===== src/hw/rtl/ata_seq_pkg.sv =====
// ----------------------------------------------------------------------------
// ATA PIO sequencer package
// Shared constants, codes and structures of the LBA28 transfer sequencer.
// ----------------------------------------------------------------------------
package ata_seq_pkg;

  localparam int CHUNK_SECTORS    = 255;
  localparam int WORDS_PER_SECTOR = 256;

  localparam int RETRY_W = 20;
  localparam int WAIT_W  = 16;
  localparam int LBA_W   = 28;

  localparam logic [RETRY_W-1:0] RETRY_LIMIT_RST = 20'd1000000;
  localparam logic [WAIT_W-1:0]  SPINUP_WAIT_RST = 16'd1000;

  // Request types on the input channel.
  localparam logic [1:0] REQ_START  = 2'd0;
  localparam logic [1:0] REQ_STATUS = 2'd1;
  localparam logic [1:0] REQ_DATA   = 2'd2;

  // Result actions.
  localparam logic [2:0] ACT_REG_WRITE = 3'd0;
  localparam logic [2:0] ACT_POLL      = 3'd1;
  localparam logic [2:0] ACT_TO_DRIVE  = 3'd2;
  localparam logic [2:0] ACT_TO_HOST   = 3'd3;
  localparam logic [2:0] ACT_WAIT      = 3'd4;
  localparam logic [2:0] ACT_DPHASE    = 3'd5;
  localparam logic [2:0] ACT_DONE      = 3'd6;

  // Task file register offsets.
  localparam logic [2:0] TF_COUNT   = 3'd2;
  localparam logic [2:0] TF_LBA_LO  = 3'd3;
  localparam logic [2:0] TF_LBA_MID = 3'd4;
  localparam logic [2:0] TF_LBA_HI  = 3'd5;
  localparam logic [2:0] TF_DRVHEAD = 3'd6;
  localparam logic [2:0] TF_COMMAND = 3'd7;

  // Command and drive/head bytes.
  localparam logic [7:0] CMD_READ     = 8'h20;
  localparam logic [7:0] CMD_WRITE    = 8'h30;
  localparam logic [7:0] CMD_FLUSH    = 8'hE7;
  localparam logic [3:0] DRVHEAD_BASE = 4'b1110;

  // Status register bits.
  localparam int ST_BSY = 7;
  localparam int ST_RDY = 6;
  localparam int ST_DRQ = 3;

  // Configuration register indexes.
  localparam logic CFG_RETRY_LIMIT = 1'b0;
  localparam logic CFG_SPINUP_WAIT = 1'b1;

  typedef enum logic [4:0] {
    PH_IDLE  = 5'b00001,
    PH_POLL  = 5'b00010,
    PH_DATA  = 5'b00100,
    PH_FLUSH = 5'b01000,
    PH_GAP   = 5'b10000
  } phase_t;

  // Kinds of result bursts that one input item can cause.
  typedef enum logic [3:0] {
    BK_DONE       = 4'd0,
    BK_CHUNK      = 4'd1,
    BK_DPHASE     = 4'd2,
    BK_WAITPOLL   = 4'd3,
    BK_POLL       = 4'd4,
    BK_WORD       = 4'd5,
    BK_WORDPOLL   = 4'd6,
    BK_WORDFLUSH  = 4'd7,
    BK_WORDDONE   = 4'd8
  } burst_kind_t;

  typedef struct packed {
    burst_kind_t        kind;
    logic               writing;
    logic [LBA_W-1:0]   lba;
    logic [7:0]         count;
    logic [15:0]        data;
    logic [WAIT_W-1:0]  wait_ms;
    logic               ok;
  } burst_t;

  typedef struct packed {
    logic [RETRY_W-1:0] retry_limit;
    logic [WAIT_W-1:0]  spinup_wait_ms;
  } cfg_t;

  typedef struct packed {
    logic [2:0]        action;
    logic [2:0]        reg_index;
    logic [7:0]        reg_value;
    logic [15:0]       data_out;
    logic [WAIT_W-1:0] wait_ms;
    logic              success;
    logic              last;
  } result_t;

endpackage


===== src/hw/rtl/ata_seq_regs.sv =====
// ----------------------------------------------------------------------------
// ATA PIO sequencer configuration registers
// APB-style register file holding the retry limit and spin-up wait.
// ----------------------------------------------------------------------------
module ata_seq_regs (
  input  logic                clk,
  input  logic                rst_n,
  input  logic                psel,
  input  logic                penable,
  input  logic                pwrite,
  input  logic [2:0]          paddr,
  input  logic [31:0]         pwdata,
  output logic [31:0]         prdata,
  output ata_seq_pkg::cfg_t   cfg
);
  import ata_seq_pkg::*;

  logic [RETRY_W-1:0] retry_limit_r;
  logic [WAIT_W-1:0]  spinup_wait_r;
  logic               wr_en;

  // The byte offset within a word is ignored.
  assign wr_en = psel & penable & pwrite;

  always_ff @(posedge clk) begin
    if (!rst_n) begin
      retry_limit_r <= RETRY_LIMIT_RST;
      spinup_wait_r <= SPINUP_WAIT_RST;
    end else if (wr_en) begin
      if (paddr[2] == CFG_RETRY_LIMIT) begin
        retry_limit_r <= pwdata[RETRY_W-1:0];
      end else begin
        spinup_wait_r <= pwdata[WAIT_W-1:0];
      end
    end
  end

  always_comb begin
    if (paddr[2] == CFG_SPINUP_WAIT) begin
      prdata = {{(32-WAIT_W){1'b0}}, spinup_wait_r};
    end else begin
      prdata = {{(32-RETRY_W){1'b0}}, retry_limit_r};
    end
  end

  assign cfg.retry_limit    = retry_limit_r;
  assign cfg.spinup_wait_ms = spinup_wait_r;

endmodule


===== src/hw/rtl/ata_seq_core.sv =====
// ----------------------------------------------------------------------------
// ATA PIO sequencer decision core
// Holds the transfer state and turns one accepted item into a result burst.
// ----------------------------------------------------------------------------
module ata_seq_core (
  input  logic                clk,
  input  logic                rst_n,
  input  logic                accept,
  input  logic [1:0]          req_type,
  input  logic                write_op,
  input  logic [31:0]         start_lba,
  input  logic [31:0]         sector_total,
  input  logic [7:0]          status_byte,
  input  logic [15:0]         data_in,
  input  ata_seq_pkg::cfg_t   cfg,
  output logic                load,
  output ata_seq_pkg::burst_t burst
);
  import ata_seq_pkg::*;

  phase_t             phase_r, phase_nxt;
  logic               writing_r, writing_nxt;
  logic [31:0]        sectors_r, sectors_nxt;
  logic [LBA_W-1:0]   lba_r, lba_nxt;
  logic [7:0]         chunk_r, chunk_nxt;
  logic [8:0]         word_r, word_nxt;
  logic [RETRY_W-1:0] retries_r, retries_nxt;

  logic               is_start;
  logic               src_writing;
  logic [31:0]        src_sectors;
  logic [LBA_W-1:0]   src_lba;
  logic [7:0]         chunk_size;
  logic [RETRY_W-1:0] retries_dec;
  logic [8:0]         word_inc;
  logic               word_wrap;
  logic [31:0]        sectors_dec;
  logic [7:0]         chunk_dec;
  logic               st_bsy, st_rdy, st_drq;
  logic               go_data, spin;

  // A chunk issued by a start item uses the new job, otherwise the stored one.
  assign is_start    = (req_type == REQ_START);
  assign src_writing = is_start ? write_op : writing_r;
  assign src_sectors = is_start ? sector_total : sectors_r;
  assign src_lba     = is_start ? start_lba[LBA_W-1:0] : lba_r;
  assign chunk_size  = (src_sectors < 32'(CHUNK_SECTORS)) ? src_sectors[7:0]
                                                          : 8'(CHUNK_SECTORS);

  assign retries_dec = retries_r - 1'b1;
  assign word_inc    = word_r + 1'b1;
  assign word_wrap   = (word_inc >= 9'(WORDS_PER_SECTOR));
  assign sectors_dec = sectors_r - 1'b1;
  assign chunk_dec   = chunk_r - 1'b1;

  assign st_bsy = status_byte[ST_BSY];
  assign st_rdy = status_byte[ST_RDY];
  assign st_drq = status_byte[ST_DRQ];

  // On a write, DRQ wins over everything; otherwise BSY, then RDY, then DRQ.
  assign go_data = (writing_r & st_drq) | (~st_bsy & st_rdy & st_drq);
  assign spin    = ~(writing_r & st_drq) & ~st_bsy & ~st_rdy;

  always_comb begin
    phase_nxt     = phase_r;
    writing_nxt   = writing_r;
    sectors_nxt   = sectors_r;
    lba_nxt       = lba_r;
    chunk_nxt     = chunk_r;
    word_nxt      = word_r;
    retries_nxt   = retries_r;
    load          = 1'b0;
    burst.kind    = BK_POLL;
    burst.writing = src_writing;
    burst.lba     = src_lba;
    burst.count   = chunk_size;
    burst.data    = data_in;
    burst.wait_ms = cfg.spinup_wait_ms;
    burst.ok      = 1'b1;

    if (accept) begin
      unique case (req_type)
        REQ_START: begin
          writing_nxt = write_op;
          lba_nxt     = start_lba[LBA_W-1:0];
          sectors_nxt = sector_total;
          load        = 1'b1;
          if (sector_total == 32'd0) begin
            chunk_nxt  = '0;
            word_nxt   = '0;
            retries_nxt = '0;
            phase_nxt  = PH_IDLE;
            burst.kind = BK_DONE;
          end else begin
            chunk_nxt   = chunk_size;
            word_nxt    = '0;
            retries_nxt = cfg.retry_limit;
            phase_nxt   = PH_POLL;
            burst.kind  = BK_CHUNK;
          end
        end
        REQ_STATUS: begin
          unique case (phase_r)
            PH_POLL: begin
              load = 1'b1;
              if (retries_r == '0) begin
                phase_nxt  = PH_IDLE;
                burst.kind = BK_DONE;
                burst.ok   = 1'b0;
              end else if (go_data) begin
                word_nxt   = '0;
                phase_nxt  = PH_DATA;
                burst.kind = BK_DPHASE;
              end else begin
                retries_nxt = retries_dec;
                if (retries_dec == '0) begin
                  phase_nxt  = PH_IDLE;
                  burst.kind = BK_DONE;
                  burst.ok   = 1'b0;
                end else begin
                  burst.kind = spin ? BK_WAITPOLL : BK_POLL;
                end
              end
            end
            PH_FLUSH: begin
              load = 1'b1;
              if (st_bsy) begin
                burst.kind = BK_POLL;
              end else if (sectors_r == 32'd0) begin
                phase_nxt  = PH_IDLE;
                burst.kind = BK_DONE;
              end else begin
                chunk_nxt   = chunk_size;
                word_nxt    = '0;
                retries_nxt = cfg.retry_limit;
                phase_nxt   = PH_POLL;
                burst.kind  = BK_CHUNK;
              end
            end
            PH_GAP: begin
              // The status value does not matter between read chunks.
              load        = 1'b1;
              chunk_nxt   = chunk_size;
              word_nxt    = '0;
              retries_nxt = cfg.retry_limit;
              phase_nxt   = PH_POLL;
              burst.kind  = BK_CHUNK;
            end
            default: begin
              load = 1'b0;
            end
          endcase
        end
        REQ_DATA: begin
          if (phase_r == PH_DATA) begin
            load = 1'b1;
            if (!word_wrap) begin
              word_nxt   = word_inc;
              burst.kind = BK_WORD;
            end else begin
              word_nxt    = '0;
              lba_nxt     = lba_r + 1'b1;
              sectors_nxt = sectors_dec;
              chunk_nxt   = chunk_dec;
              if (chunk_dec != 8'd0) begin
                retries_nxt = cfg.retry_limit;
                phase_nxt   = PH_POLL;
                burst.kind  = BK_WORDPOLL;
              end else if (writing_r) begin
                phase_nxt  = PH_FLUSH;
                burst.kind = BK_WORDFLUSH;
              end else if (sectors_dec == 32'd0) begin
                phase_nxt  = PH_IDLE;
                burst.kind = BK_WORDDONE;
              end else begin
                phase_nxt  = PH_GAP;
                burst.kind = BK_WORDPOLL;
              end
            end
          end
        end
        default: begin
          load = 1'b0;
        end
      endcase
    end
  end

  always_ff @(posedge clk) begin
    if (!rst_n) begin
      phase_r   <= PH_IDLE;
      writing_r <= 1'b0;
      sectors_r <= '0;
      lba_r     <= '0;
      chunk_r   <= '0;
      word_r    <= '0;
      retries_r <= '0;
    end else begin
      phase_r   <= phase_nxt;
      writing_r <= writing_nxt;
      sectors_r <= sectors_nxt;
      lba_r     <= lba_nxt;
      chunk_r   <= chunk_nxt;
      word_r    <= word_nxt;
      retries_r <= retries_nxt;
    end
  end

endmodule


===== src/hw/rtl/ata_seq_emit.sv =====
// ----------------------------------------------------------------------------
// ATA PIO sequencer result emitter
// Holds one result burst and plays it out one result per transfer.
// ----------------------------------------------------------------------------
module ata_seq_emit (
  input  logic                 clk,
  input  logic                 rst_n,
  input  logic                 load,
  input  ata_seq_pkg::burst_t  burst,
  input  logic                 out_ready,
  output logic                 out_valid,
  output ata_seq_pkg::result_t res,
  output logic                 free
);
  import ata_seq_pkg::*;

  burst_t     burst_r;
  logic       valid_r, valid_nxt;
  logic [2:0] idx_r, idx_nxt;
  logic [2:0] last_idx;
  logic       at_last;

  always_comb begin
    unique case (burst_r.kind)
      BK_CHUNK:     last_idx = 3'd6;
      BK_WAITPOLL:  last_idx = 3'd1;
      BK_WORDPOLL:  last_idx = 3'd1;
      BK_WORDFLUSH: last_idx = 3'd2;
      BK_WORDDONE:  last_idx = 3'd1;
      default:      last_idx = 3'd0;
    endcase
  end

  assign at_last   = (idx_r == last_idx);
  assign free      = ~valid_r | (out_ready & at_last);
  assign out_valid = valid_r;

  always_comb begin
    valid_nxt = valid_r;
    idx_nxt   = idx_r;
    if (load) begin
      valid_nxt = 1'b1;
      idx_nxt   = '0;
    end else if (valid_r && out_ready) begin
      if (at_last) begin
        valid_nxt = 1'b0;
      end else begin
        idx_nxt = idx_r + 1'b1;
      end
    end
  end

  always_ff @(posedge clk) begin
    if (!rst_n) begin
      valid_r <= 1'b0;
      idx_r   <= '0;
    end else begin
      valid_r <= valid_nxt;
      idx_r   <= idx_nxt;
    end
  end

  always_ff @(posedge clk) begin
    if (load) begin
      burst_r <= burst;
    end
  end

  always_comb begin
    res           = '0;
    res.last      = at_last;
    unique case (burst_r.kind)
      BK_DONE: begin
        res.action  = ACT_DONE;
        res.success = burst_r.ok;
      end
      BK_DPHASE: begin
        res.action = ACT_DPHASE;
      end
      BK_POLL: begin
        res.action = ACT_POLL;
      end
      BK_WAITPOLL: begin
        if (idx_r == 3'd0) begin
          res.action  = ACT_WAIT;
          res.wait_ms = burst_r.wait_ms;
        end else begin
          res.action = ACT_POLL;
        end
      end
      BK_CHUNK: begin
        res.action = ACT_REG_WRITE;
        unique case (idx_r)
          3'd0: begin
            res.reg_index = TF_DRVHEAD;
            res.reg_value = {DRVHEAD_BASE, burst_r.lba[27:24]};
          end
          3'd1: begin
            res.reg_index = TF_COUNT;
            res.reg_value = burst_r.count;
          end
          3'd2: begin
            res.reg_index = TF_LBA_LO;
            res.reg_value = burst_r.lba[7:0];
          end
          3'd3: begin
            res.reg_index = TF_LBA_MID;
            res.reg_value = burst_r.lba[15:8];
          end
          3'd4: begin
            res.reg_index = TF_LBA_HI;
            res.reg_value = burst_r.lba[23:16];
          end
          3'd5: begin
            res.reg_index = TF_COMMAND;
            res.reg_value = burst_r.writing ? CMD_WRITE : CMD_READ;
          end
          default: begin
            res.action = ACT_POLL;
          end
        endcase
      end
      BK_WORD, BK_WORDPOLL, BK_WORDFLUSH, BK_WORDDONE: begin
        if (idx_r == 3'd0) begin
          res.action   = burst_r.writing ? ACT_TO_DRIVE : ACT_TO_HOST;
          res.data_out = burst_r.data;
        end else if (burst_r.kind == BK_WORDDONE) begin
          res.action  = ACT_DONE;
          res.success = 1'b1;
        end else if (burst_r.kind == BK_WORDFLUSH && idx_r == 3'd1) begin
          res.action    = ACT_REG_WRITE;
          res.reg_index = TF_COMMAND;
          res.reg_value = CMD_FLUSH;
        end else begin
          res.action = ACT_POLL;
        end
      end
      default: begin
        res.action = ACT_POLL;
      end
    endcase
  end

endmodule


===== src/hw/rtl/ata_pio_transfer_sequencer_top.sv =====
// ----------------------------------------------------------------------------
// ATA PIO LBA28 transfer sequencer
// Host-side sequencer that turns start, status and data transfers into
// task-file writes, status polls, data-phase requests and forwarded words.
// ----------------------------------------------------------------------------
// The first result of an item appears in the cycle after its transfer.
// Throughput: one item per cycle while each item causes at most one result
// and out_tready stays high; an item causing n results (n up to 7, for a new
// chunk) holds the input until the single result register hands over its last.
// Reset: rst_n is synchronous, active low; it empties the result register,
// sends the sequencer idle and loads the configuration reset values.
module ata_pio_transfer_sequencer_top (
  input  logic        clk,
  input  logic        rst_n,
  // Input channel.
  input  logic        in_tvalid,
  output logic        in_tready,
  // tdata from bit 0: write_op[0], start_lba[32:1], sector_total[64:33],
  // status_byte[72:65], data_in[88:73], zero fill [95:89].
  input  logic [95:0] in_tdata,
  // tuser from bit 0: req_type[1:0].
  input  logic [1:0]  in_tuser,
  // Result channel.
  output logic        out_tvalid,
  input  logic        out_tready,
  // tdata from bit 0: reg_index[2:0], reg_value[10:3], data_out[26:11],
  // wait_ms[42:27], success[43], zero fill [47:44].
  output logic [47:0] out_tdata,
  // tuser from bit 0: action[2:0].
  output logic [2:0]  out_tuser,
  output logic        out_tlast,
  // Configuration port.
  input  logic        cfg_psel,
  input  logic        cfg_penable,
  input  logic        cfg_pwrite,
  input  logic [2:0]  cfg_paddr,
  input  logic [31:0] cfg_pwdata,
  output logic [31:0] cfg_prdata,
  output logic        cfg_pready
);
  import ata_seq_pkg::*;

  cfg_t    cfg;
  burst_t  burst;
  result_t res;
  logic    accept;
  logic    load;
  logic    emit_free;

  // The register file never stalls the bus.
  assign cfg_pready = 1'b1;

  ata_seq_regs u_regs (
    .clk     (clk),
    .rst_n   (rst_n),
    .psel    (cfg_psel),
    .penable (cfg_penable),
    .pwrite  (cfg_pwrite),
    .paddr   (cfg_paddr),
    .pwdata  (cfg_pwdata),
    .prdata  (cfg_prdata),
    .cfg     (cfg)
  );

  // A new item is taken whenever the emitter is empty or hands over its
  // final result in this same cycle, so single-result items stream at the
  // full clock rate while the previous result still sits in the register.
  assign in_tready = emit_free;
  assign accept    = in_tvalid & in_tready;

  // The core updates the transfer state at the transfer edge and captures
  // everything the results need in a burst descriptor, so later items can
  // change the state while the burst is still being played out.
  ata_seq_core u_core (
    .clk          (clk),
    .rst_n        (rst_n),
    .accept       (accept),
    .req_type     (in_tuser),
    .write_op     (in_tdata[0]),
    .start_lba    (in_tdata[32:1]),
    .sector_total (in_tdata[64:33]),
    .status_byte  (in_tdata[72:65]),
    .data_in      (in_tdata[88:73]),
    .cfg          (cfg),
    .load         (load),
    .burst        (burst)
  );

  // Items that cause no result, such as a stray status or data transfer,
  // never load the emitter.
  ata_seq_emit u_emit (
    .clk       (clk),
    .rst_n     (rst_n),
    .load      (load),
    .burst     (burst),
    .out_ready (out_tready),
    .out_valid (out_tvalid),
    .res       (res),
    .free      (emit_free)
  );

  assign out_tdata = {4'b0000, res.success, res.wait_ms, res.data_out,
                      res.reg_value, res.reg_index};
  assign out_tuser = res.action;
  assign out_tlast = res.last;

endmodule


===== config.mk =====
export PLATFORM = sky130hd
export DESIGN_NAME = ata_pio_transfer_sequencer_top
export DESIGN_NICKNAME = d
export VERILOG_FILES = /design/src/hw/rtl/ata_seq_pkg.sv /design/src/hw/rtl/ata_seq_regs.sv /design/src/hw/rtl/ata_seq_core.sv /design/src/hw/rtl/ata_seq_emit.sv /design/src/hw/rtl/ata_pio_transfer_sequencer_top.sv
export SDC_FILE = /design/constraint.sdc
export NUM_CORES = 1
export LEC_CHECK = 0
export BUFFER_PORTS_ARGS = -buffer_cell sky130_fd_sc_hd__buf_4
export CORE_AREA = 2 2 153 155
export CTS_CLUSTER_DIAMETER = 150
export DETAILED_ROUTE_END_ITERATION = 16
export DIE_AREA = 0 0 155 157
export PLACE_DENSITY = 0.8
export SLEW_MARGIN = 0
export SYNTH_ARGS = -nofsm -noshare
export SYNTH_HDL_FRONTEND = slang
export SYNTH_SLANG_ARGS = --single-unit

===== constraint.sdc =====
create_clock -name clk -period 4.7 [get_ports clk]
set_input_delay 0.94 -clock clk [delete_from_list [all_inputs] [get_ports clk]]
set_output_delay 0.94 -clock clk [all_outputs]
set_load 0.01 [all_outputs]

==> run metrics <==
status finished clean; synth top area cells dfxtp_1 22%, edfxtp_1 17%, nand2_1 5.7%; synthesized flop and latch total 217; Worst-path clk slew 60 ps; hold crit path type reg2reg; Layout Area Growth over Synthesis 16.44%; commonest cells after routing, fill and taps aside 195 x nand2_1, 191 x buf_4, 143 x dfxtp_1; Post-Route Utilization 0.6587; M1 WL 15.63 mm; CP endpoint kind register; Die Width 155 µm; worst slew pin tran 1255 ps; drt total wl 35.80 mm; clock root buffer clkbuf_16; Final Wtd Congestion 0.9068; xor/xnor share of the synthesized area 0.01376; mapped cell area 12730 µm²; Crit Path Category reg2reg; largest net degree at the start of global routing 98; # DRC 0; Crit-path slowest cell nor3b_2; TritonCTS clock tree yes; Adder-Cell Fraction of Synth Area 0.01671; H-tree depth 1; antenna diode count 0; Vias 12150; initial core utilization 0.5657; register area share after synthesis 0.3994; area of the multi-input gates 7009 µm²; post-synthesis mux area share 0.04226; first-pass GRT wire length 57.15 mm; Num Clock Sinks 217; IR drop worst, VDD 212.1 µV; Compound-Gate Fraction of Synth Area 0.2197; Static Leak 5.603 nW; routed wire length on met3 2.907 mm; Simple-Gate Fraction of Synth Area 0.2510; post_cts resized 0; Critical Path Fanout Max 10; largest area contributor in the netlist dfxtp_1; detailed-route vias per instance 6.232; EDFF count, synth 74; Final nets 1803; Syn Area/Cell 8.288 µm²; final clock period utilization by the worst path 0.8473; Worst Path Buf+Inv 1; met2 WL 16.34 mm; CP arrival 4220 ps; gr ovfl total 0; # rows 55; startpoint class of the critical path register; asr flop ratio synth 0; top cell type's share of synthesized area 0.2249; Clock Skews 6.924 ps; final count of hold timing violations 0; Placeable Area 22500 µm²; top_reg_cell synth dfxtp_1; Netlist cell types 85; Synth warnings 0; 1st-iter DRT viols 1332; slowest stage delay, CP 670 ps; Longest Clk Path Bufs 3; TritonRoute pass-1 iters 6; family with the most delay on the worst path simple AND/OR/NAND/NOR gates; vias in the first global route 11100; WL/cell 18.37 µm; share of cells above drive strength 1 0.1833; fillcell total 1869; Top Metal Used met4; crit path cell chain inv_1 > ha_1 > nor3b_2 > nand3_1 > or4_1 > xor2_1 > nand4_1 > or4_4 > o41ai_1 > o211ai_1; initial antenna violation count 0; fmax 251.1 MHz; CP required 4940 ps; max-cap violations 0; Total Routing Usage GR 0.2848; Num CTS Buffers 24; Setup Buffers After CTS 0; worst relative slew slack 0.1599; power per cell area 324.8 nW/µm²; Post-DRT Antenna Nets 0; largest family of logic cells by synthesized area simple AND/OR/NAND/NOR gates; total die area 24340 µm²; commonest non-fill, non-tap cell in the layout nand2_1; crit path time final 3982 ps; io pins 227; RSZ-0062 raised after global routing false; CTS Hold Bufs 0; Seq. cell area 5085 µm²; final setup vio count 0; Post-DP HPWL 24.70 mm; Synth Instances 1536; Die Y 157 µm; Slew Viols, Final 0; clk_lat worst skew 520 ps; Sum Neg Setup Slack 0 ps; Port Buffers 179
[cell usage after synthesis, types with 14 or more instances]
| library cell | number |
|---|---|
| clkbuf_1 | 81 |
| and3_1 | 16 |
| nand4_1 | 21 |
| o21ai_0 | 100 |
| ha_1 | 17 |
| a211oi_1 | 28 |
| buf_4 | 19 |
| nor4_1 | 27 |
| mux2_2 | 38 |
| nor3_1 | 51 |
| buf_2 | 14 |
| nand2_1 | 195 |
| nand3_1 | 52 |
| edfxtp_1 | 74 |
| dfxtp_1 | 143 |
| o22ai_1 | 17 |
| a21oi_1 | 128 |
| a22oi_1 | 21 |
| o31ai_1 | 16 |
| nor2b_1 | 18 |
| inv_1 | 39 |
| and2_1 | 47 |
| o211ai_1 | 19 |
| nor2_1 | 128 |
[worst register-to-register path, cell delays in order (launching register included)]
cell,delay (ps)
dfxtp_1,370
inv_1,130
ha_1,270
nor3b_2,670
nand3_1,340
or4_1,490
xor2_1,180
nand4_1,130
or4_4,610
o41ai_1,370
o211ai_1,150
[final cells by class]
class,instances,share of cell area
tap,285,0.02406
timing repair buffer,192,0.09808
inverter,41,0.01038
clock inverter,7,0.002870
multi-input combinational,1170,0.4729
sequential,217,0.3430
clock buffer,37,0.04870
[kinds of logic (layout without fill, tap and decap cells)]
logic type,count (synthesis),in the layout
compound gates,433,433
xor+xnor,20,20
fa+ha+maj,17,17
buf+inv,164,277
flops,217,217
mux,49,49
other cells,2,17
simple gates,634,634
[metal layers]
metal	track usage	up-vias
met5	0	-
li1	-	5840
met2	0.4578	572
met3	0.03800	82
met4	0.08422	0
met1	0.4026	5653
[worst paths after layout]
kind | startpoint | slack, ps | cells past startpoint | end
max | u_core.sectors_r[0] | 720 | 10 | u_emit.burst_r[72]
min | u_regs.spinup_wait_r[4] | 460 | 0 | u_emit.burst_r[5]
max reg2reg | u_core.sectors_r[0] | 720 | 10 | u_emit.burst_r[72]
min reg2reg | u_regs.spinup_wait_r[4] | 460 | 0 | u_emit.burst_r[5]
[stage by stage]
step           std cells  area, µm²  hold slack, ps  setup slack, ps  total power, mW
3_5_place_dp        1905      14060           448.1            800.9            3.006
4_1_cts             1949      14820           460.4            798.4            4.818
6_report            1949      14820           464.4            717.5            4.815
5_1_grt             1949      14820           482.8            478.0            4.998
3_3_place_gp        1905      14060           437.6            838.4            2.984
2_1_floorplan       1551      12790           424.5            830.9            2.741
[registers in the layout, indices dropped and copies added (netlist names), 5 cells and up]
name,cells
u_emit.burst_r,74
u_core.sectors_r,32
u_regs.spinup_wait_r,16
u_core.phase_r,5
u_core.word_r,9
u_regs.retry_limit_r,20
u_core.lba_r,28
u_core.retries_r,20
u_core.chunk_r,8
[power breakdown]
part,leakage (nW),internal [mW],switching [mW]
clock network,0.383,1.06,0.764
registers,1.82,2.02,0.0874
logic,3.39,0.353,0.535
total,5.60,3.43,1.39
(Power assumes the default switching activity.)
